--- src/hdl/buddy_page_allocator_assert.svh ---
//------------------------------------------------------------------------------
// buddy_page_allocator_assert.svh
// Assertion macros shared by the buddy page allocator RTL.
//------------------------------------------------------------------------------
`ifndef BUDDY_PAGE_ALLOCATOR_ASSERT_SVH
`define BUDDY_PAGE_ALLOCATOR_ASSERT_SVH

// Implication checked in the same cycle.
`define BPA_ASSERT_NOW(lbl, ante, cons) \
   lbl: assert property (@(posedge clock) disable iff (reset) (ante) |-> (cons)) \
      else $error("buddy_page_allocator: assertion failed");

// Implication checked in the cycle after the antecedent.
`define BPA_ASSERT_NEXT(lbl, ante, cons) \
   lbl: assert property (@(posedge clock) disable iff (reset) (ante) |=> (cons)) \
      else $error("buddy_page_allocator: assertion failed");

`endif

--- src/hdl/bpa_ram.sv ---
//------------------------------------------------------------------------------
// bpa_ram
// Generic simple dual-port RAM, one write port, registered read port.
//------------------------------------------------------------------------------
`timescale 1ns / 1ps
`default_nettype none

module bpa_ram #(
   parameter int WIDTH = 8,
   parameter int DEPTH = 16
) (
   input  wire logic                     clock,
   input  wire logic                     wr_en,
   input  wire logic [$clog2(DEPTH)-1:0] wr_addr,
   input  wire logic [WIDTH-1:0]         wr_data,
   input  wire logic                     rd_en,
   input  wire logic [$clog2(DEPTH)-1:0] rd_addr,
   output logic      [WIDTH-1:0]         rd_data
);

   logic [WIDTH-1:0] mem_ff [DEPTH];

   always_ff @(posedge clock) begin
      if (wr_en) begin
         mem_ff[wr_addr] <= wr_data;
      end
      if (rd_en) begin
         rd_data <= mem_ff[rd_addr];
      end
   end

endmodule

`default_nettype wire
--- config.mk ---
export PLATFORM = sky130hd
export DESIGN_NAME = bpa_ram
export DESIGN_NICKNAME = d
export VERILOG_FILES = /design/src/hdl/buddy_page_allocator_assert.svh /design/src/hdl/bpa_ram.sv
export SDC_FILE = /design/constraint.sdc
export NUM_CORES = 1
export LEC_CHECK = 0
export ABC_AREA = 1
export BUFFER_PORTS_ARGS = -buffer_cell sky130_fd_sc_hd__clkbuf_2
export CORE_MARGIN = 4
export CORE_UTILIZATION = 45
export DETAILED_ROUTE_END_ITERATION = 16
export GPL_ROUTABILITY_DRIVEN = 0
export PLACE_DENSITY = 0.73
export SETUP_SLACK_MARGIN = 0.3
export SLEW_MARGIN = 5
export SYNTH_ARGS = -nofsm -noshare
export SYNTH_HDL_FRONTEND = slang
export SYNTH_SLANG_ARGS = --single-unit
--- constraint.sdc ---
create_clock -name clock -period 1.99 [get_ports clock]
set_clock_uncertainty 0.15 [all_clocks]
set_input_delay 0.398 -clock clock [delete_from_list [all_inputs] [get_ports clock]]
set_output_delay 0.398 -clock clock [all_outputs]
set_load 0.005 [all_outputs]
==> results.toml <==
[floorplanning]
die_h_um = 122.0
floorplan.rows = 41
die_w_um = 122.0
ioPinCount = 27
die_area_um2 = 14880
start_util_pct = 46.14
fp.coreArea_um2 = 12670

[finish]
antennaDiodeCount = 0
layout_common_cells = "173 x nand2_1, 136 x edfxtp_1, 100 x inv_1"
final_common_cell = "nand2_1"
drive_gt1_share_pct = 12.48
syn2layout_area_growth_pct = 16.29
fin_nets = 615

[logic_synthesis]
ys_seq_area_share_pct = 69.85
syn_area_um2 = 5847
synth_top_cell_by_area = "edfxtp_1"
avgSynthCellArea_um2 = 10.61
syn_nets = 570
synth.area.top_cells = "edfxtp_1 70%, nand2_1 11%, nand3_1 8.3%"
synth_seq_cells = 136
synth_cell_type_count = 11
synth_warnings = 0
netlist_instances = 551
synth_top_cell_area_share_pct = 69.85

[cts]
clock-sinks = 136
postCtsSetupBuffers = 0
cts_buffer_depth = 2
cts_resized = 0
root_buffer = "clkbuf_16"
cts_buffers = 17
clk_latency_ns = 0.42
cts_tree = "yes"
htreeDepth = 4
clk_pin_slew_ns = 0.06
postCtsHoldBufs = 0

[grt]
grt.total_usage_pct = 18.13
grt_pass1_vias = 3678
grt_max_degree = 47
grt_first_pass_wirelength_um = 20090
globalRouteOverflowTotal = 0
antenna_found_initial = 0

[detailed_routing]
viasPerCell = 4.932
vias = 3852
routed_wirelength_um = 12620
ant_nets = 0
drt_iter0_markers = 501
drc = 0
firstDrtPassIters = 5
wl_per_cell_um = 16.15

[status]
run_status = "finished, final reports clean"

[power]
peakVddDrop_uv = 603.0
power_mw = 6.683
p_per_area_nw_per_um2 = 982.9
p_leak_nw = 2.945

[run]
drv_cap = 0

[worst_setup_path]
cpPeakStageDelay_ns = 0.36
reg2reg_depth = 6
cp_top_family = "flip-flops"
ff2ff_setup_slack_ns = 0.64
critPathKind = "reg2out"
end_kind = "output pin"
reg2reg_from = "mem_ff[1][3]"
crit_required_ns = 1.44
critPathBufInv = 1
reg2reg_to = "rd_data[3]"
crit_start = "rd_data[5]"
worstPathMaxFanout = 1
arrival_ns = 0.90
startpoint_type = "register"
crit_chain = "clkbuf_2"
cpMaxStageDelayCell = "edfxtp_1"

[timing]
timing.final.crit_period_ns = 1.449
relSlewSlack_pct = 57.92
finalCritPeriodShare_pct = 72.80
fmax_mhz = 690.3
worst_slack_ns = 0.5413
hold_violations = 0
maxSlewViolCount = 0
rsz0062_at_grt = "false"
setup_violations = 0
fin_tns_setup_ns = 0
worstMarginPinSlew_ns = 0.6302

[placement]
portBuffers = 26
dp_hpwl_um = 7778
place_ws_ns = 0.1667

[hold_path]
whs_endpoint = "rd_data[2]"
min_from = "rd_en"
min_path_cells = 1
hp-class = "in2reg"
cells by family after synthesis:
| family | after synthesis | share of synthesized area (%) |
|---|---|---|
| simple gates | 289 | 20.76 |
| flops | 136 | 69.85 |
| buf+inv | 126 | 9.394 |
stage by stage:
| stage | hold WS, ns | cell area [um2] | instances | util [%] |
|---|---|---|---|---|
| floorplan | 0.3469 | 5847 | 551 | - |
| global placement | 0.5826 | 6231 | 749 | 49.18 |
| detailed placement | 0.5907 | 6231 | 749 | 49.18 |
| CTS | 0.2085 | 6799 | 781 | 53.66 |
| global route | 0.2205 | 6799 | 781 | 53.66 |
| finish | 0.1997 | 6799 | 781 | 53.66 |
worst max-delay path by stage:
stage                     to  slack (ns)  cells past startpoint
2_1_floorplan  mem_ff[10][0]        0.49                      2
3_3_place_gp      rd_data[4]        0.21                      6
3_5_place_dp      rd_data[4]        0.17                      6
4_1_cts           rd_data[5]        0.51                      1
5_1_grt           rd_data[0]        0.49                      1
6_report          rd_data[5]        0.54                      1
per-layer routing:
layer / global-route usage (%) / routed length (um) / vias up
met5: 0 / 0 / -
met4: 7.423 / 195 / 0
met3: 4.225 / 997 / 17
met2: 27.28 / 5890 / 159
met1: 25.55 / 5534 / 1806
li1: - / - / 1870
state kept, by name (all words and copies together) (netlist names):
signal   flops
mem_ff     128
rd_data      8
cells in the mapped netlist (all sizes together):
master / number
buf: 24
nand3: 97
nor2: 17
nand3b: 2
edfxtp: 136
inv: 102
nand2: 173
cell type report:
class,count,area (um2)
Clock buffer,19,432.9
Timing Repair Buffer,50,335.3
Multi-Input combinational cell,289,1214
Sequential cell,136,4084
Tap cell,172,215.2
Fill cell,1057,5872
Inverter,102,382.9
Clock inverter,13,135.1
where the power goes:
group | internal (mW) | switching [mW]
combinational | 0.117 | 0.275
clock | 1.93 | 1.11
sequential | 3.23 | 0.0152
Power figures use the tool's default switching activity.
